<file path="config.mk">
export PLATFORM = sky130hd
export DESIGN_NAME = gtu_front
export DESIGN_NICKNAME = d
export VERILOG_FILES = /design/src/rtl/gtu_pkg.sv /design/src/rtl/gtu_front.sv
export SDC_FILE = /design/constraint.sdc
export NUM_CORES = 1
export LEC_CHECK = 0
export ABC_AREA = 1
export BUFFER_PORTS_ARGS = -buffer_cell sky130_fd_sc_hd__buf_2
export CAP_MARGIN = 20
export CORE_MARGIN = 5
export CORE_UTILIZATION = 57
export CTS_BUF_LIST = sky130_fd_sc_hd__clkbuf_16
export CTS_CLUSTER_DIAMETER = 200
export DETAILED_ROUTE_END_ITERATION = 12
export GPL_ROUTABILITY_DRIVEN = 0
export GPL_TIMING_DRIVEN = 1
export PLACE_DENSITY = 0.89
export SYNTH_ARGS = -nofsm -noshare
export SYNTH_HDL_FRONTEND = slang
export SYNTH_SLANG_ARGS = --single-unit
</file>
<file path="constraint.sdc">
create_clock -name clock -period 16.75 [get_ports clock]
set_clock_uncertainty 0.2 [all_clocks]
set_input_delay 0.8375 -clock clock [delete_from_list [all_inputs] [get_ports clock]]
set_output_delay 0.8375 -clock clock [all_outputs]
set_load 0.02 [all_outputs]
</file>
<file path="src/rtl/gtu_pkg.sv">
package gtu_pkg;

   localparam int MAX_POINTS_DEF = 64;
   localparam int MAX_DIMS_DEF   = 4;

   localparam int CSR_DATA_W = 7;
   localparam int CSR_IDX_W  = 1;

   localparam logic [CSR_IDX_W-1:0] CSR_N_POINTS = 1'd0;
   localparam logic [CSR_IDX_W-1:0] CSR_DIMS     = 1'd1;

   localparam logic [6:0] N_POINTS_RESET = 7'd64;
   localparam logic [2:0] DIMS_RESET     = 3'd2;

   localparam logic [1:0] OP_CLEAR = 2'd0;
   localparam logic [1:0] OP_LOAD  = 2'd1;
   localparam logic [1:0] OP_PAIR  = 2'd2;
   localparam logic [1:0] OP_READ  = 2'd3;

   typedef struct packed {
      logic [1:0]         op;
      logic [5:0]         point;
      logic [5:0]         other_point;
      logic [1:0]         dim;
      logic signed [31:0] coord;
      logic [30:0]        target_dist;
      logic [30:0]        current_dist;
   } gtu_req_type;

   typedef struct packed {
      logic signed [31:0] new_coord;
      logic               div_error;
      logic               saturated;
   } gtu_rsp_type;

   typedef enum logic [2:0] {
      KIND_CLEAR,
      KIND_LOAD,
      KIND_PAIR,
      KIND_READ,
      KIND_READ_BAD,
      KIND_SKIP
   } gtu_kind_type;

   typedef struct packed {
      gtu_kind_type kind;
      gtu_req_type  req;
   } gtu_item_type;

   typedef struct packed {
      logic [6:0] n_points;
      logic [2:0] dims;
   } gtu_cfg_type;

   typedef struct packed {
      logic busy;
      logic done;
   } gtu_div_status_type;

   typedef enum logic [3:0] {
      ST_IDLE,
      ST_DIV,
      ST_ROW_RD,
      ST_ROW_WR,
      ST_X_RD,
      ST_MUL,
      ST_ACC,
      ST_RD_RD,
      ST_RD_MUL,
      ST_RD_SUM,
      ST_RD_DIV,
      ST_RD_OUT
   } gtu_state_type;

endpackage

</file>
<file path="src/rtl/gtu_front.sv">
module gtu_front #(
   parameter int MAX_POINTS = gtu_pkg::MAX_POINTS_DEF,
   parameter int MAX_DIMS   = gtu_pkg::MAX_DIMS_DEF
) (
   input  logic                 clock,
   input  logic                 reset,
   input  gtu_pkg::gtu_cfg_type cfg,
   input  logic                 req_valid,
   output logic                 req_stall,
   input  gtu_pkg::gtu_req_type req_data,
   output logic                 q_valid,
   input  logic                 q_pop,
   output gtu_pkg::gtu_item_type q_item
);

   gtu_pkg::gtu_item_type q_mem_ff [2];
   logic       wr_ptr_ff, wr_ptr_in;
   logic       rd_ptr_ff, rd_ptr_in;
   logic [1:0] cnt_ff, cnt_in;
   logic       push, pop;
   gtu_pkg::gtu_item_type item;
   int         np, nd;
   logic       pt_ok, d_ok;

   always_comb begin
      np = (int'(cfg.n_points) > MAX_POINTS) ? MAX_POINTS : int'(cfg.n_points);
      nd = (int'(cfg.dims) > MAX_DIMS) ? MAX_DIMS : int'(cfg.dims);
      pt_ok = int'(req_data.point) < np;
      d_ok  = int'(req_data.dim) < nd;
      item.req = req_data;
      case (req_data.op)
         gtu_pkg::OP_CLEAR: item.kind = gtu_pkg::KIND_CLEAR;
         gtu_pkg::OP_LOAD: begin
            item.kind = (pt_ok && d_ok) ? gtu_pkg::KIND_LOAD : gtu_pkg::KIND_SKIP;
         end
         gtu_pkg::OP_PAIR: begin
            item.kind = (pt_ok && req_data.point > req_data.other_point) ?
                        gtu_pkg::KIND_PAIR : gtu_pkg::KIND_SKIP;
         end
         default: begin
            item.kind = (pt_ok && d_ok) ? gtu_pkg::KIND_READ : gtu_pkg::KIND_READ_BAD;
         end
      endcase
   end

   assign req_stall = cnt_ff == 2'd2;
   assign q_valid   = cnt_ff != 2'd0;
   assign q_item    = q_mem_ff[rd_ptr_ff];
   assign push      = req_valid && !req_stall;
   assign pop       = q_pop && q_valid;

   always_comb begin
      wr_ptr_in = push ? ~wr_ptr_ff : wr_ptr_ff;
      rd_ptr_in = pop ? ~rd_ptr_ff : rd_ptr_ff;
      cnt_in    = cnt_ff + {1'b0, push} - {1'b0, pop};
   end

   always_ff @(posedge clock) begin
      if (reset) begin
         wr_ptr_ff <= 1'b0;
         rd_ptr_ff <= 1'b0;
         cnt_ff    <= 2'd0;
      end else begin
         wr_ptr_ff <= wr_ptr_in;
         rd_ptr_ff <= rd_ptr_in;
         cnt_ff    <= cnt_in;
      end
   end

   always_ff @(posedge clock) begin
      if (push) begin
         q_mem_ff[wr_ptr_ff] <= item;
      end
   end

endmodule

</file>
# == Word level (Yosys, flattened, before mapping) ==
# Memories as Yosys holds them, arrays and structs flattened. A register that Yosys moved wholly into a read port is not among the register bits.
# Index checks and enable logic that the tools add are counted.
# word_totals
reg_bits,4
ramBits,226
memories,1
output_inout_bits,115
# classes
n_eq_ne,3
reduce_logical,7
n_lt_le_gt_ge,5
bitwise,2
addsub,2
muxes,10
# mem_list
name,words,width,read_ports,rd_ports_with_merged_regs,wr,line_no,rtl
q_mem_ff,2,113,1,1,1,gtu_front.sv:16,gtu_pkg::gtu_item_type q_mem_ff [2];
# op_table
cell,count
$mux 3,4
$pmux 3 s3,1
$gt 7x7->1 const B,1
$lt 6x7->1,1
$mux 7,1
$gt 6x6->1,1
$eq 2x2->1 const B,2
$logic_and 1x1->1,4
$mux 1,4
$gt 3x3->1 const B,1
$lt 2x3->1,1
$add 2x1->2,1
$eq 2x1->1 const B,1
$logic_not 2->1,1
$not 1->1,2
$reduce_bool 2->1,1
$sub 2x1->2,1
$logic_not 1->1,1

# == Longest topological paths before layout ==
# logic_depth
depth_word,6
mapped_depth,18

# == Worst setup path before layout ==
# No wires, ideal clock.
# synth_timing
path_kind,in2reg
startpoint,input port req_valid
endpoint,memory q_mem_ff[1][0] (netlist name) (enable)
t_required_ns,15.963
cell_stages,2
setup_ns,0.587
n_path_buf,0
setup_slack_ns,10.324
arrival_time_ns,5.639
path_cell_list,o21ai_2 -> nor2_1
# synth_between
elab_chain_len,3
# synth_lines
item,line_no,rtl
from (decl),gtu_front.sv:8,"input logic req_valid,"
$logic_and 1x1->1,gtu_front.sv:49,assign push = req_valid && !req_stall;
$mux 1,gtu_front.sv:71,if (push) begin
$mux 1 (implied by the code),gtu_front.sv:72,q_mem_ff[wr_ptr_ff] <= item;
to (decl),gtu_front.sv:16,
# Every way passes these cells.

==> results.cfg <==
[outcome]
status = completed

[cts]
cts.repair.resized = 0
clk_pin_slew_worst_paths_ns = 0.05
cts_sinks = 231
cts_hold_buf = 0
cts_tree = built
clock-root-buffer = clkbuf_16
post-cts-setup-buffers = 0
clockBufferDepth = 3
cts-htree-levels = 1
clock_latency_ns = 0.50
cts_made_buffers = 24

[route]
vias = 4903
drt-pass1-iter-count = 5
drc_errors = 0
drt_wl_total_um = 18300
via_per_inst = 5.19
ant_nets = 0
drt_iter0_drc = 245
wl_per_cell_um = 19.3

[timing]
fin_tns_setup_ns = 0
rsz0062_at_grt = false
max_freq_mhz = 249
worst_pin_slew_ns = 1.10
relSlewSlack_pct = 26.8
setup_ws_ns = 12.73
slew_viol_final = 0
finalCritPeriodShare_pct = 24.0
finalHoldViolCount = 0
finalSetupViolations = 0
finalCriticalPeriod_ns = 4.02

[global_route]
grt_max_degree = 61
grt_pass1_vias = 5138
overflow = 0
grt.total_usage_pct = 18.7
antenna_found_initial = 0
grt_pass1_wl_um = 26900

[synthesis]
synth_area_leaders = edfxtp_1 75%, mux2_4 12%, mux2_2 5.3%
ys_seq_area_share_pct = 75.8
yosys_warnings = 0
synth_top_area_share_pct = 74.7
synth_area_per_cell_um2 = 20.0
yosysUniqueCellTypes = 23
syn_inst = 454
yosysTopAreaCell = edfxtp_1
ys_ff_latch = 231
syn_area_um2 = 9080
syn-num-nets = 592

[pwr]
power.leakage_nw = 4.52
p_per_area_nw_per_um2 = 155
ir_worst_vdd_v = 0.000103
power.total_mw = 1.75

[worst_setup_path]
worstPathArrival_ns = 2.98
crit_type = flip-flop to output pin
slowest_stage = buf_4
cpPeakStageDelay_ns = 0.92
r2r_end = q_mem_ff[1][74]
cp-start-kind = flip-flop
reg2reg_depth = 4
end_kind = output pin
r2r_setup_slack_ns = 14.22
reg2reg_from = cnt_ff[1]
crit_fanout = 60
path_cells = buf_4 > mux2_2 > buf_2
crit_required_ns = 15.71

[floorplanning]
num_rows = 46
start_util_pct = 57.6
die_x_um = 136
die-area_um2 = 18600
core_area_um2 = 15800
ioPinCount = 239
die_height_um = 136

[placed_design]
io_buffers = 238
place_area_um2 = 10500
dpl.hpwl_um = 12200
pre_cts_ws_ns = 13.23

[min_path]
hp-class = flip-flop to flip-flop
whs_path_depth = 2
hp-start = rd_ptr_ff

[layout]
area_growth_pct = 23.8
drive_gt1_share_pct = 54.2
final_nets = 848
fin_area_um2 = 11200

[job]
maxCapViolCount = 0
==> cell type report <==
class	count	area, um^2
repair buffers	243	1230
well taps	216	270
inverters	20	75.1
flip-flops and latches	231	6890
multi-input cells	190	2010
clock inverters	18	143
diodes	1	2.50
clock buffers	25	626
fillers	996	4520
==> where the power goes <==
part	internal, mW	switching (mW)	leakage, nW
logic	0.200	0.268	1.98
registers	0.738	0.0393	2.15
clock network	0.300	0.203	0.389
==> worst max-delay path by stage <==
stage / to / slack (ns) / cells after the start
finish: q_item[112] / 12.73 / 3
global route: q_item[112] / 12.60 / 3
CTS: q_item[0] / 12.71 / 3
detailed placement: q_item[0] / 13.23 / 3
global placement: q_item[1] / 13.27 / 3
floorplan: q_mem_ff[1][0] / 10.32 / 2
==> cells by family after synthesis <==
family	synth area share (%)
flops	75.8
mux	16.9
simple gates	2.31
buf+inv	2.20
fa+ha+maj	1.93
compound gates	0.758
xor+xnor	0.0964
==> layer usage <==
layer | vias to the layer above | track usage [%] | part of all wire [%]
li1 | 2253 | - | -
met3 | 37 | 4.74 | 8.4
met1 | 2393 | 23.3 | 38
met2 | 220 | 32.9 | 51
met4 | 0 | 5.04 | 2.2
met5 | - | 0 | 0
==> worst max-delay path: cells and delay by family (launching register included) <==
kind | cells | cell delay (ns)
muxes | 1 | 0.42
buffers and inverters | 2 | 1.08
DFF | 1 | 0.84
==> state kept, by name, summed over array words and instances, names as in the netlist, named ones only <==
register   cells
wr_ptr_ff      1
rd_ptr_ff      1
cnt_ff         2
q_mem_ff     226
==> Yosys cell counts <==
master    instances
edfxtp_1        226
mux2_4           70
mux2_2           43
nand2_1          32
inv_1            20
ha_1             14
buf_6             8
nor2_1            8
a21oi_1           7
dfxtp_1           5
buf_2             4
nand3_1           3
nor3b_1           2
o21ai_0           2
or2_1             2
a21boi_0          1
and3_1            1
buf_8             1
nor3_1            1
nor4_1            1
o21ai_2           1
o21bai_1          1
xnor2_1           1
==> stage by stage <==
stage                     std cells  util (%)  hold WS, ns
final                           944      71.3        0.298
after floorplan                 454         -        0.254
after detailed placement        900      66.4        0.287
after CTS                       943      71.3        0.296
after global routing            943      71.3        0.297
after global placement          900      66.4        0.258
==> layout by cell type (no fill, tap or decap), types with 3 or more instances in the layout <==
cell type and count:
clkbuf_16 25, mux2_2 43, ha_1 14, clkinvlp_4 4
buf_4 5, a21oi_1 7, mux2_4 70, nor2_1 6
inv_1 27, nand2_1 32, buf_2 238, edfxtp_1 226
nand3_1 3, dfxtp_1 4
Note: power is estimated with default switching activity, not from simulation.
