==> src/rtl/gtu_pkg.sv <==
package gtu_pkg;

   localparam int MAX_POINTS_DEF = 64;
   localparam int MAX_DIMS_DEF   = 4;

   localparam int CSR_DATA_W = 7;
   localparam int CSR_IDX_W  = 1;

   localparam logic [CSR_IDX_W-1:0] CSR_N_POINTS = 1'd0;
   localparam logic [CSR_IDX_W-1:0] CSR_DIMS     = 1'd1;

   localparam logic [6:0] N_POINTS_RESET = 7'd64;
   localparam logic [2:0] DIMS_RESET     = 3'd2;

   localparam logic [1:0] OP_CLEAR = 2'd0;
   localparam logic [1:0] OP_LOAD  = 2'd1;
   localparam logic [1:0] OP_PAIR  = 2'd2;
   localparam logic [1:0] OP_READ  = 2'd3;

   typedef struct packed {
      logic [1:0]         op;
      logic [5:0]         point;
      logic [5:0]         other_point;
      logic [1:0]         dim;
      logic signed [31:0] coord;
      logic [30:0]        target_dist;
      logic [30:0]        current_dist;
   } gtu_req_type;

   typedef struct packed {
      logic signed [31:0] new_coord;
      logic               div_error;
      logic               saturated;
   } gtu_rsp_type;

   typedef enum logic [2:0] {
      KIND_CLEAR,
      KIND_LOAD,
      KIND_PAIR,
      KIND_READ,
      KIND_READ_BAD,
      KIND_SKIP
   } gtu_kind_type;

   typedef struct packed {
      gtu_kind_type kind;
      gtu_req_type  req;
   } gtu_item_type;

   typedef struct packed {
      logic [6:0] n_points;
      logic [2:0] dims;
   } gtu_cfg_type;

   typedef struct packed {
      logic busy;
      logic done;
   } gtu_div_status_type;

   typedef enum logic [3:0] {
      ST_IDLE,
      ST_DIV,
      ST_ROW_RD,
      ST_ROW_WR,
      ST_X_RD,
      ST_MUL,
      ST_ACC,
      ST_RD_RD,
      ST_RD_MUL,
      ST_RD_SUM,
      ST_RD_DIV,
      ST_RD_OUT
   } gtu_state_type;

endpackage

==> src/rtl/gtu_div.sv <==
module gtu_div (
   input  logic                        clock,
   input  logic                        reset,
   input  logic                        start,
   input  logic [63:0]                 dividend,
   input  logic [30:0]                 divisor,
   output gtu_pkg::gtu_div_status_type stat,
   output logic [63:0]                 quotient
);

   logic [6:0]  cnt_ff;
   logic        done_ff;
   logic [63:0] q_ff;
   logic [30:0] rem_ff;
   logic [30:0] div_ff;
   logic [31:0] sh, diff;
   logic        ge;

   always_comb begin
      sh   = {rem_ff, q_ff[63]};
      ge   = sh >= {1'b0, div_ff};
      diff = sh - {1'b0, div_ff};
   end

   always_ff @(posedge clock) begin
      if (reset) begin
         cnt_ff  <= 7'd0;
         done_ff <= 1'b0;
      end else begin
         done_ff <= 1'b0;
         if (start) begin
            cnt_ff <= 7'd64;
         end else if (cnt_ff != 7'd0) begin
            cnt_ff <= cnt_ff - 7'd1;
            if (cnt_ff == 7'd1) begin
               done_ff <= 1'b1;
            end
         end
      end
   end

   always_ff @(posedge clock) begin
      if (start) begin
         q_ff   <= dividend;
         rem_ff <= 31'd0;
         div_ff <= divisor;
      end else if (cnt_ff != 7'd0) begin
         rem_ff <= ge ? diff[30:0] : sh[30:0];
         q_ff   <= {q_ff[62:0], ge};
      end
   end

   assign stat.busy = cnt_ff != 7'd0;
   assign stat.done = done_ff;
   assign quotient  = q_ff;

endmodule

==> config.mk <==
export PLATFORM = sky130hd
export DESIGN_NAME = gtu_div
export DESIGN_NICKNAME = d
export VERILOG_FILES = /design/src/rtl/gtu_pkg.sv /design/src/rtl/gtu_div.sv
export SDC_FILE = /design/constraint.sdc
export NUM_CORES = 1
export LEC_CHECK = 0
export BUFFER_PORTS_ARGS = -buffer_cell sky130_fd_sc_hd__buf_2
export CORE_ASPECT_RATIO = 0.5
export CORE_MARGIN = 3
export CORE_UTILIZATION = 45
export DETAILED_ROUTE_END_ITERATION = 8
export GPL_TIMING_DRIVEN = 0
export PLACE_DENSITY_LB_ADDON = 0.15
export RECOVER_POWER = 100
export SLEW_MARGIN = 20
export SYNTH_ARGS = -nofsm -noshare
export SYNTH_HDL_FRONTEND = slang
export SYNTH_SLANG_ARGS = --single-unit
==> constraint.sdc <==
create_clock -name clock -period 3.1 [get_ports clock]
set_input_delay 0.62 -clock clock [delete_from_list [all_inputs] [get_ports clock]]
set_output_delay 0.62 -clock clock [all_outputs]
set_load 0.005 [all_outputs]
Word-level counts from Yosys, hierarchy flattened
Index checks and enable logic that the tools add are counted.
{ "word_totals": {"regBits": 134, "in_bits": 98, "elab_cells": 21} }
{ "op_classes": {"n_addsub": 2, "n_lt_le_gt_ge": 1, "n_eq_ne": 1, "n_mux": 6, "bitwise_logic": 1, "n_reduce_logical": 4} }
{ "op_table": {"columns": ["operator", "count"], "rows": [
  ["two-way mux 64 bit", 2],
  ["greater-or-equal comparator 32 x 31 -> 1 bit", 1],
  ["two-way mux 31 bit", 1],
  ["subtractor 31 bit", 1],
  ["two-way mux 7 bit", 2],
  ["== test 7 x 1 -> 1 bit (second input constant)", 1],
  ["nonzero test 7 bit", 1],
  ["subtractor 7 x 1 -> 7 bit (second input constant)", 1],
  ["OR reduction 3 bit", 1],
  ["nonzero test 2 bit", 1],
  ["OR reduction 2 bit", 1],
  ["two-way mux 1 bit", 1],
  ["NOT 1 bit", 1]
]} }

Logic depth before layout (Yosys ltp)
Gate-level depths: netlist of the first run.
{ "logic_depth": {"ltp_word": 3, "mapped_depth": 13} }

Worst setup path before layout of the first run
No wires, ideal clock.
{ "synth_path": {"kind": "register -> register", "from": "register cnt_ff[0]", "to": "register q_ff[0], in the netlist quotient[0], enable pin", "arrival_ps": 2312, "path_slack_ps": 96, "path_stages_with_launch": 7, "synth_period_minus_slack_ps": 3004, "cell_sequence": "dfxtp_1 > inv_1 > ha_1 > and3_1 > clkbuf_1 > clkbuf_1 > nand2_1"} }
{ "synth_via": {"elab_chain_len": 2} }
{ "synth_rtl": {"columns": ["element", "line_no", "text"], "rows": [
  ["start, declared", "gtu_div.sv:11", "logic [6:0] cnt_ff;"],
  ["start signal, assigned", "gtu_div.sv:34", "cnt_ff <= cnt_ff - 7'd1;"],
  ["nonzero test 7 bit", "gtu_div.sv:47", "end else if (cnt_ff != 7'd0) begin"],
  ["nonzero test 2 bit (no line)", null, null],
  ["end signal, assigned", "gtu_div.sv:44", "q_ff <= dividend;"],
  ["end signal, assigned", "gtu_div.sv:49", "q_ff <= {q_ff[62:0], ge};"],
  ["end, declared", "gtu_div.sv:13", "logic [63:0] q_ff;"]
]} }
Every way passes these cells.
A chain may end at the register's enable or synchronous reset.

Worst setup path after layout of the first run
{ "layout_path": {"from": "register div_ff[15]", "to": "register q_ff[0], in the netlist quotient[0] (data pin)"} }
{ "layout_via": {"elab_chain_len": 3} }
{ "layout_rtl": {"columns": ["element", "line_no", "text"], "rows": [
  ["start, declared", "gtu_div.sv:15", "logic [30:0] div_ff;"],
  ["start signal, assigned", "gtu_div.sv:46", "div_ff <= divisor;"],
  ["greater-or-equal comparator 32 x 31 -> 1 bit", "gtu_div.sv:21", "ge = sh >= {1'b0, div_ff};"],
  ["two-way mux 64 bit", "gtu_div.sv:47", null],
  ["two-way mux 64 bit", "gtu_div.sv:43", "if (start) begin"]
]} }
Every way passes these cells. The select of a mux whose other input is x is not followed.

==> qor.csv, run 1 <==
metric,value,unit
total power draw,8.305,mW
share of synthesized flip-flops with an asynchronous set or reset,0,
number of iterations in the first detailed-routing pass,5,
Total Routing Usage GR,0.2086,
synthesized area divided by synthesized cell count,10.96,µm²
startpoint of the lowest-slack hold path,divisor[22],
count of pins over their slew limit,0,
HPWL reported at the end of detailed placement,13600,µm
placed cell count,1054,
floorplan die width,186.6,µm
signed area change from the synthesized netlist to the final layout,22.26,%
class of the tightest hold or removal check,in2reg,
sequential area share after synthesis,0.4954,
number of antenna repair diodes,0,
RSZ-0062 raised after global routing,false,
maxcap violations,0,
number of standard cells after synthesis,669,
per-cell via count in the routed design,5.364,
register-to-register setup slack,240,ps
Achievable Freq,349.7,MHz
Post-synth top flop,sky130_fd_sc_hd__edfxtp_1,
setup slack after layout,240.3,ps
slowest stage cell on the critical path,sky130_fd_sc_hd__edfxtp_1,
Power Density,926.2,nW/µm²
worst endpoint required time,3250,ps
count of clock tree sinks,134,
largest net degree at the start of global routing,45,
netlist area before placement,7335,µm²
final setup fails,0,
clock transition time at the flip-flop clock pins of the worst setup and hold paths,60,ps
area share of xor/xnor cells in the synthesized design,0.02985,
number of buffers added to fix hold violations after cts,0,
critical path cell sequence,inv_1 -> ha_1 -> buf_4 -> a21oi_1 -> o21ai_1 -> a31oi_1 -> a31oi_2 -> or2_1 -> buf_6 -> buf_8 -> mux2_1,
worst setup slack after placement,-39.77,ps
maximum fanout along the worst path,10,
worst voltage drop across the vdd grid,0.0005181,V
Arrival @ worst endpoint,3010,ps
worst slew pin tran,808.4,ps
number of DRC violations after detailed routing,0,
post-synthesis simple-gate area fraction,0.1117,
detail-routed net length per standard cell,16.94,µm
endpoint of the most critical register-to-register path,quotient[0],
detailed-route via count,5841,
top area cells in the synthesized netlist,"sky130_fd_sc_hd__edfxtp_1 (39%), sky130_fd_sc_hd__dfxtp_1 (11%), sky130_fd_sc_hd__mux2_2 (9.8%), sky130_fd_sc_hd__ha_1 (5.6%), sky130_fd_sc_hd__a21oi_1 (2.9%)",
kind of start point of the critical path,flop,
register bit total from synthesis,134,
worst slack on hold paths,368.3,ps
post-route standard cell area excluding fillers,8967,µm²
share of post-route cells with drive strength above 1,0.2800,
number of primary I/O pins,164,
Cells on Worst Hold Path,1,
leading post-synthesis cells by instance count,"sky130_fd_sc_hd__edfxtp_1 (95), sky130_fd_sc_hd__mux2_2 (64), sky130_fd_sc_hd__nor2_1 (54)",
number of clock buffers inserted by TritonCTS,17,
worst stage delay on the critical path,370,ps
Synthesized Nets,801,
Final Critical Period,2860,ps
Setup CP Type,reg2reg,
Leak Pwr,3.733,nW
cell chosen for the clock root,sky130_fd_sc_hd__clkbuf_16,
dominant combinational cell family by area after synthesis,compound AO/OA/AOI/OAI gates,
Overflow after GRT,0,
number of fillers in the final layout,1449,
remaining antenna violation count after routing,0,
Relative slew margins,0.4611,
Adder-Cell Fraction of Synth Area,0.05902,
number of warning messages in the yosys log,0,
global-route wire length before repair,29340,µm
PortBufs,163,
post-route clock period utilization,0.9225,
Row Count,32,
worst clock skew on the final layout,11.56,ps
Yosys top cell area share,0.3889,
DP Area,8462,µm²
most frequently used cell type in the post-synthesis netlist,sky130_fd_sc_hd__edfxtp_1,
die area,17960,µm²
DIE HEIGHT,96.28,µm
routability congestion estimate,0.8507,
CP Capture Type,flop,
drt initial violations,383,
Bufs on Longest Clock Path,2,
H-tree levels,4,
critical register-to-register path startpoint,div_ff[15],
mux cell area share after synthesis,0.1024,
end of the worst hold path,div_ff[22],
initial antenna violation count,2,
total length of routed wires,18450,µm
final-stage net count,987,
final cell count without fillers,1089,
number of global-route vias before repair,5694,
initial standard-cell utilization of the core,0.4673,
top cell type by total area after synthesis,sky130_fd_sc_hd__edfxtp_1,
"EDFF count, synth",95,
clock tree from TritonCTS,built,
number of hold violations in the final report,0,
complex-gate fraction of the synthesized area,0.1564,
Unique masters post-synth,65,
core footprint,15700,µm²
outcome,completed,
depth of the worst register-to-register path,11,
clock insertion delay at the later pin of the skew report,420,ps
-- worst max-delay path: cells and delay by family, from the launching register on --
| kind | cells | cell delay [ps] |
|---|---|---|
| AOI/OAI and AO/OA | 4 | 910 |
| buffers and inverters | 4 | 530 |
| DFF | 1 | 370 |
| muxes | 1 | 320 |
| and+or+nand+nor | 1 | 260 |
| adders and majority gates | 1 | 210 |
-- power breakdown --
group	switching, mW	internal (mW)
clock	0.785	1.10
combinational	2.06	1.44
sequential	0.347	2.58
total	3.19	5.12
-- cells by family (layout without fill, tap and decap cells) --
family	count (synthesis)	after routing
AND/OR/NAND/NOR	171	171
buffers and inverters	77	276
flip-flops	134	134
AO/OA/AOI/OAI	161	161
adder cells (fa/ha/maj)	34	34
XOR/XNOR	25	25
multiplexers	67	67
-- cell type report --
class / instances / area, µm² / area share
clock inverters: 12 / 107.6 / 0.01200
flip-flops and latches: 134 / 3633 / 0.4052
repair buffers: 168 / 810.8 / 0.09041
multi-input cells: 458 / 3369 / 0.3757
plain buffers: 33 / 167.7 / 0.01870
inverters: 43 / 165.2 / 0.01842
clock buffers: 20 / 436.7 / 0.04870
well taps: 221 / 276.5 / 0.03084
-- metal layers --
metal,GRT usage,vias up,share of wire
met5,0,-,0.0012
met4,0.05908,4,0.012
met3,0.07239,26,0.079
met2,0.3300,180,0.44
met1,0.2749,2766,0.47
li1,-,2865,-
-- per-stage QoR --
stage / TNS [ps] / util
5_1_grt: 0 / 0.5713
2_1_floorplan: 0 / -
4_1_cts: 0 / 0.5737
3_5_place_dp: -143.0 / 0.5391
3_3_place_gp: -91370 / 0.5369
6_report: 0 / 0.5713
-- sequential cells by signal, indices dropped and copies added (netlist names) --
signal    flops
quotient     64
div_ff       31
rem_ff       31
cnt_ff        7
done_ff       1
-- worst max-delay path by stage --
stage,from,slack [ps],endpoint,cells after the start
finish,div_ff[15],240,quotient[0],11
global route,quotient[63],20,rem_ff[30],13
CTS,quotient[63],70,rem_ff[30],10
detailed placement,start,-40,rem_ff[12],5
global placement,start,-1400,quotient[24],4
floorplan,cnt_ff[0],100,quotient[0],6
-- layout by cell type, fill, tap and decap left out, drive strengths merged, types with 7 or more instances in the layout --
cell type    n
a211oi      18
a21o        11
a21oi       44
a31oi       10
and3         7
buf        130
clkbuf      91
dfxtp       39
edfxtp      95
ha          33
inv         44
mux2        64
nand2       44
nand3        7
nor2        55
nor3        26
o211ai       9
o21a         8
o21ai       27
xnor2       11
xor2        14
-- timing repair --
item,CTS,global route
buffers inserted,0,4
setup endpoints to repair,1,7
resized for setup,1,4
endpoints found under the hold margin,0,0
Note: power is estimated with default switching activity, not from simulation.
==> run 2: changes to the inputs <==
==> constraint.sdc (replaced) <==
create_clock -name clock -period 3.3 [get_ports clock]
set_input_delay 0.66 -clock clock [delete_from_list [all_inputs] [get_ports clock]]
set_output_delay 0.66 -clock clock [all_outputs]
set_load 0.005 [all_outputs]
==> run 2 against run 1 <==
Critical path depth grew 1; clock power decreased by 6%; largest cell class unchanged; via count is 0.21% higher; highest routed layer unchanged; count of clock-buffer cells in the layout is the same.
==> qor.csv, run 2 (synthesized netlist as in run 1, its figures left out) <==
metric,value,unit
Overflow after GRT,0,
initial standard-cell utilization of the core,0.4673,
routability congestion estimate,0.8507,
clock tree from TritonCTS,built,
cell chosen for the clock root,sky130_fd_sc_hd__clkbuf_16,
number of fillers in the final layout,1452,
clock transition time at the flip-flop clock pins of the worst setup and hold paths,70,ps
PortBufs,163,
maximum fanout along the worst path,10,
flip-flop count of the largest register after layout,64,
worst slew pin tran,804.5,ps
number of antenna repair diodes,0,
HPWL reported at the end of detailed placement,13600,µm
share of post-route cells with drive strength above 1,0.2743,
outcome,completed,
most common library cell in the layout ignoring fill and taps,sky130_fd_sc_hd__buf_2,
H-tree levels,4,
number of hold violations in the final report,0,
core footprint,15700,µm²
count of clock tree sinks,134,
detailed-route via count,5853,
die area,17960,µm²
Arrival @ worst endpoint,3350,ps
total length of routed wires,18430,µm
DIE HEIGHT,96.28,µm
floorplan die width,186.6,µm
final cell count without fillers,1085,
number of clock buffers inserted by TritonCTS,17,
number of buffers added to fix hold violations after cts,0,
Achievable Freq,328.1,MHz
class of the tightest hold or removal check,in2reg,
remaining antenna violation count after routing,0,
Row Count,32,
number of global-route vias before repair,5697,
Total Routing Usage GR,0.2086,
global-route wire length before repair,29350,µm
signed area change from the synthesized netlist to the final layout,21.39,%
number of DRC violations after detailed routing,0,
largest net degree at the start of global routing,45,
most frequent cells in the layout,"sky130_fd_sc_hd__buf_2 (120), sky130_fd_sc_hd__edfxtp_1 (95), sky130_fd_sc_hd__clkbuf_1 (73)",
RSZ-0062 raised after global routing,false,
setup tns final,0,ps
Leak Pwr,3.717,nW
final setup fails,0,
met3 track demand over resource in global routing,0.07239,
switching power summed over all nets,2.976,mW
Relative slew margins,0.4637,
switching portion of total power,0.3851,
total internal power,4.752,mW
Setup Buffers After CTS,0,
post-route clock period utilization,0.9235,
final-stage net count,983,
clock insertion delay at the later pin of the skew report,420,ps
share of total power in sequential cells,0.356,
met1 Resource Use GR,0.2749,
worst voltage drop across the vdd grid,0.0004894,V
maxcap violations,0,
per-cell via count in the routed design,5.394,
worst endpoint required time,3600,ps
number of primary I/O pins,164,
Setup CP Type,reg2reg,
initial antenna violation count,2,
CP Capture Type,flop,
routing usage on met2,0.3300,
Power Density,867.9,nW/µm²
part of the power in combinational logic,0.414,
kind of start point of the critical path,flop,
count of pins over their slew limit,0,
Bufs on Longest Clock Path,2,
placed cell count,1054,
routing layer with the top usage in global route,met2,
power share of the clock group,0.230,
detail-routed net length per standard cell,16.99,µm
Final Critical Period,3048,ps
drt initial violations,357,
number of iterations in the first detailed-routing pass,5,
worst clock skew on the final layout,12.03,ps
-- run 2: changes by cell type in the layout (fill, tap and decap cells not counted), sizes merged --
cell and delta:
buf -5, inv +1, clkbuf +1, clkinvlp -1
-- run 2: cell type report --
type / count / area [µm²] / share of cell area
Timing Repair Buffer: 164 / 760.7 / 0.08544
Multi-Input combinational cell: 458 / 3359 / 0.3773
Inverter: 43 / 161.4 / 0.01813
Clock buffer: 20 / 436.7 / 0.04904
Sequential cell: 134 / 3633 / 0.4081
Tap cell: 221 / 276.5 / 0.03106
Clock inverter: 12 / 107.6 / 0.01209
Buffer: 33 / 167.7 / 0.01883
-- run 2: what timing repair did --
action / in CTS / in global routing
pin swaps: 0 / 0
hold endpoints to repair: 0 / 0
resized for setup: 1 / 0
endpoints found under the setup margin: 1 / 1
-- run 2: path summary, 6_finish.rpt --
path	end	slack [ps]	from	depth (start not counted)
worst max-delay path	rem_ff[21]	250	quotient[63]	12
worst min-delay path	div_ff[24]	410	divisor[24]	1
worst max register to register	rem_ff[21]	250	quotient[63]	12
worst min register to register	cnt_ff[6]	480	cnt_ff[6]	2
-- run 2: through the flow --
| stage | instance area, µm² | power [mW] | util | hold WS, ps | setup WS [ps] |
|---|---|---|---|---|---|
| after global placement | 8427 | 5.984 | 0.5369 | 461.8 | -1240 |
| final | 8904 | 7.727 | 0.5673 | 407.7 | 252.3 |
| after CTS | 9007 | 7.850 | 0.5739 | 393.7 | 46.25 |
| after floorplan | 7335 | 4.995 | - | 442.9 | 295.7 |
| after detailed placement | 8462 | 6.042 | 0.5391 | 462.5 | 120.2 |
| after global routing | 8904 | 8.275 | 0.5673 | 394.1 | 55.97 |
-- run 2: power groups by stage --
stage                     Combinational [mW]  Clock, mW  Sequential (mW)
final                                   3.20       1.78             2.75
after detailed placement                3.28          0             2.76
after global placement                  3.21          0             2.78
after CTS                               3.30       1.81             2.75
after floorplan                         2.26          0             2.74
after global routing                    3.58       1.88             2.82
-- run 2: routing by layer --
| layer | up-vias | wire [µm] |
|---|---|---|
| met1 | 2756 | 8599 |
| li1 | 2850 | - |
| met4 | 4 | 260 |
| met2 | 213 | 8038 |
| met3 | 30 | 1512 |
| met5 | - | 23 |
-- run 2: worst max-delay path, cell delays in order (launching register included) --
cell and delay (ps):
sky130_fd_sc_hd__edfxtp_1 370, sky130_fd_sc_hd__inv_1 60, sky130_fd_sc_hd__ha_1 220, sky130_fd_sc_hd__fa_1 410, sky130_fd_sc_hd__nand2b_1 190, sky130_fd_sc_hd__a21oi_1 310
sky130_fd_sc_hd__o21ai_1 180, sky130_fd_sc_hd__a31oi_1 350, sky130_fd_sc_hd__nor2_2 170, sky130_fd_sc_hd__buf_2 230, sky130_fd_sc_hd__a21oi_1 170, sky130_fd_sc_hd__o21ai_0 120
sky130_fd_sc_hd__o211a_1 150
==> run 3: changes to the inputs <==
--- a/config.mk
+++ b/config.mk
@@ -7,8 +7,7 @@
 export LEC_CHECK = 0
 export BUFFER_PORTS_ARGS = -buffer_cell sky130_fd_sc_hd__buf_2
 export CORE_ASPECT_RATIO = 0.5
-export CORE_MARGIN = 3
-export CORE_UTILIZATION = 45
+export CORE_UTILIZATION = 40
 export DETAILED_ROUTE_END_ITERATION = 8
 export GPL_TIMING_DRIVEN = 0
 export PLACE_DENSITY_LB_ADDON = 0.15
==> run 3 against run 2 <==
Global-route usage down 0.26 points; non-clock buffer count unchanged; via count about the same; cell count up 1.2%; register-to-register slack got worse by 40 ps; sequential share of layout area decreased by 0.36 points; clock power rose by 12%; the run now ends with DRC left; final area grew 0.90%; count of clock-buffer cells in the layout down 1; combinational power is 1% higher; routed wire length rose by 4.1%.
==> qor.csv, run 3 (synthesized netlist as in run 1, its figures left out) <==
metric,value,unit
remaining antenna violation count after routing,0,
clock tree from TritonCTS,built,
number of iterations in the first detailed-routing pass,7,
Achievable Freq,324.2,MHz
worst clock skew on the final layout,13.34,ps
register-to-register setup slack,220,ps
number of fillers in the final layout,1657,
CP Capture Type,flop,
setup slack after layout,215.9,ps
final-stage net count,983,
worst endpoint required time,3580,ps
largest net degree at the start of global routing,36,
number of primary I/O pins,164,
floorplan die width,193.5,µm
Overflow after GRT,0,
per-cell via count in the routed design,5.330,
Setup CP Type,reg2reg,
number of hold violations in the final report,0,
Relative slew margins,0.4153,
final core utilization,0.5089,
clock transition time at the flip-flop clock pins of the worst setup and hold paths,70,ps
total length of routed wires,19180,µm
most frequent cells in the layout,"sky130_fd_sc_hd__buf_2 (124), sky130_fd_sc_hd__edfxtp_1 (95), sky130_fd_sc_hd__clkbuf_1 (64)",
HPWL reported at the end of detailed placement,13680,µm
area of the multi-input gates,3351,µm²
end of the worst hold path,div_ff[8],
detail-routed net length per standard cell,17.47,µm
H-tree levels,4,
Arrival @ worst endpoint,3360,ps
area used by sequential logic in the layout,3633,µm²
final cell count without fillers,1098,
share of post-route cells with drive strength above 1,0.2847,
Bufs on Longest Clock Path,2,
number of antenna repair diodes,0,
final setup fails,0,
RSZ-0062 raised after global routing,false,
number of global-route vias before repair,5816,
clock insertion delay at the later pin of the skew report,430,ps
initial standard-cell utilization of the core,0.4155,
placed cell count,1067,
Cells on Worst Hold Path,1,
count of pins over their slew limit,0,
die area,18910,µm²
worst setup slack after placement,17.49,ps
kind of start point of the critical path,flop,
PortBufs,163,
global-route wire length before repair,30310,µm
number of DRC violations after detailed routing,2,
post-route clock period utilization,0.9346,
flip-flop count of the largest register after layout,64,
Total Routing Usage GR,0.2060,
Power Density,889.7,nW/µm²
class of the tightest hold or removal check,in2reg,
endpoint of the most critical register-to-register path,rem_ff[13],
detailed-route via count,5852,
outcome,"finished, violations left",
drt initial violations,402,
initial antenna violation count,1,
worst voltage drop across the vdd grid,0.0004900,V
DIE HEIGHT,97.75,µm
critical register-to-register path startpoint,quotient[63],
worst slew pin tran,877.0,ps
count of clock tree sinks,134,
Row Count,34,
most common library cell in the layout ignoring fill and taps,sky130_fd_sc_hd__buf_2,
Leak Pwr,3.763,nW
cell chosen for the clock root,sky130_fd_sc_hd__clkbuf_16,
signed area change from the synthesized netlist to the final layout,22.48,%
routability congestion estimate,0.8998,
core footprint,17650,µm²
launch point of the worst path,quotient[63],
maxcap violations,0,
depth of the worst register-to-register path,11,
violated checks,DRC,
Final Critical Period,3084,ps
number of clock buffers inserted by TritonCTS,17,
startpoint of the lowest-slack hold path,divisor[8],
maximum fanout along the worst path,10,
-- run 3: worst max-delay path, stage by stage (launching register included) --
cell                       delay (ps)
sky130_fd_sc_hd__edfxtp_1         400
sky130_fd_sc_hd__inv_1             60
sky130_fd_sc_hd__ha_1             220
sky130_fd_sc_hd__fa_1             410
sky130_fd_sc_hd__nand2b_1         180
sky130_fd_sc_hd__a21oi_1          300
sky130_fd_sc_hd__o21ai_1          200
sky130_fd_sc_hd__a31oi_1          340
sky130_fd_sc_hd__nor2_2           180
sky130_fd_sc_hd__clkbuf_2         260
sky130_fd_sc_hd__a211oi_1         290
sky130_fd_sc_hd__nor3_1            80
-- run 3: layout make-up --
class                   count  share of cell area
flip-flops and latches    134              0.4045
multi-input cells         458              0.3730
repair buffers            164             0.08621
clock buffers              19             0.04819
well taps                 234             0.03259
clock inverters            13             0.01894
plain buffers              33             0.01866
inverters                  43             0.01797
-- run 3: worst max-delay path by stage --
stage | cells after the start | slack [ps] | end
floorplan | 6 | 300 | quotient[0]
global placement | 4 | -1230 | quotient[30]
detailed placement | 5 | 20 | rem_ff[13]
CTS | 7 | 220 | stat[1]
global route | 12 | 60 | rem_ff[21]
finish | 11 | 220 | rem_ff[13]
-- run 3: where the power goes --
part	internal, mW	switching, mW	leakage (nW)
sequential	2.42	0.329	1.29
clock	1.20	0.805	0.285
combinational	1.30	1.94	2.19
-- run 3: metrics by stage --
step	power, mW	instance area, µm²	hold WS, ps	TNS, ps
after detailed placement	6.055	8471	462.8	0
after global placement	6.003	8443	464.1	-79650
final	7.993	8984	398.0	0
after CTS	8.086	9071	385.1	0
after global routing	8.499	8984	382.4	0
after floorplan	4.995	7335	442.9	0
-- run 3: routing by layer --
layer,track usage,wire (µm),vias up
met5,0,0,-
met4,0.06462,185,0
met3,0.07185,1366,20
met2,0.3124,8380,184
met1,0.2763,9251,2791
li1,-,-,2857
-- run 3: repair_timing --
item / 4_1_cts / 5_1_grt
setup endpoints to repair: 1 / 0
hold buffers: 0 / 0
gates resized for setup: 1 / 0
buffers inserted: 0 / 0
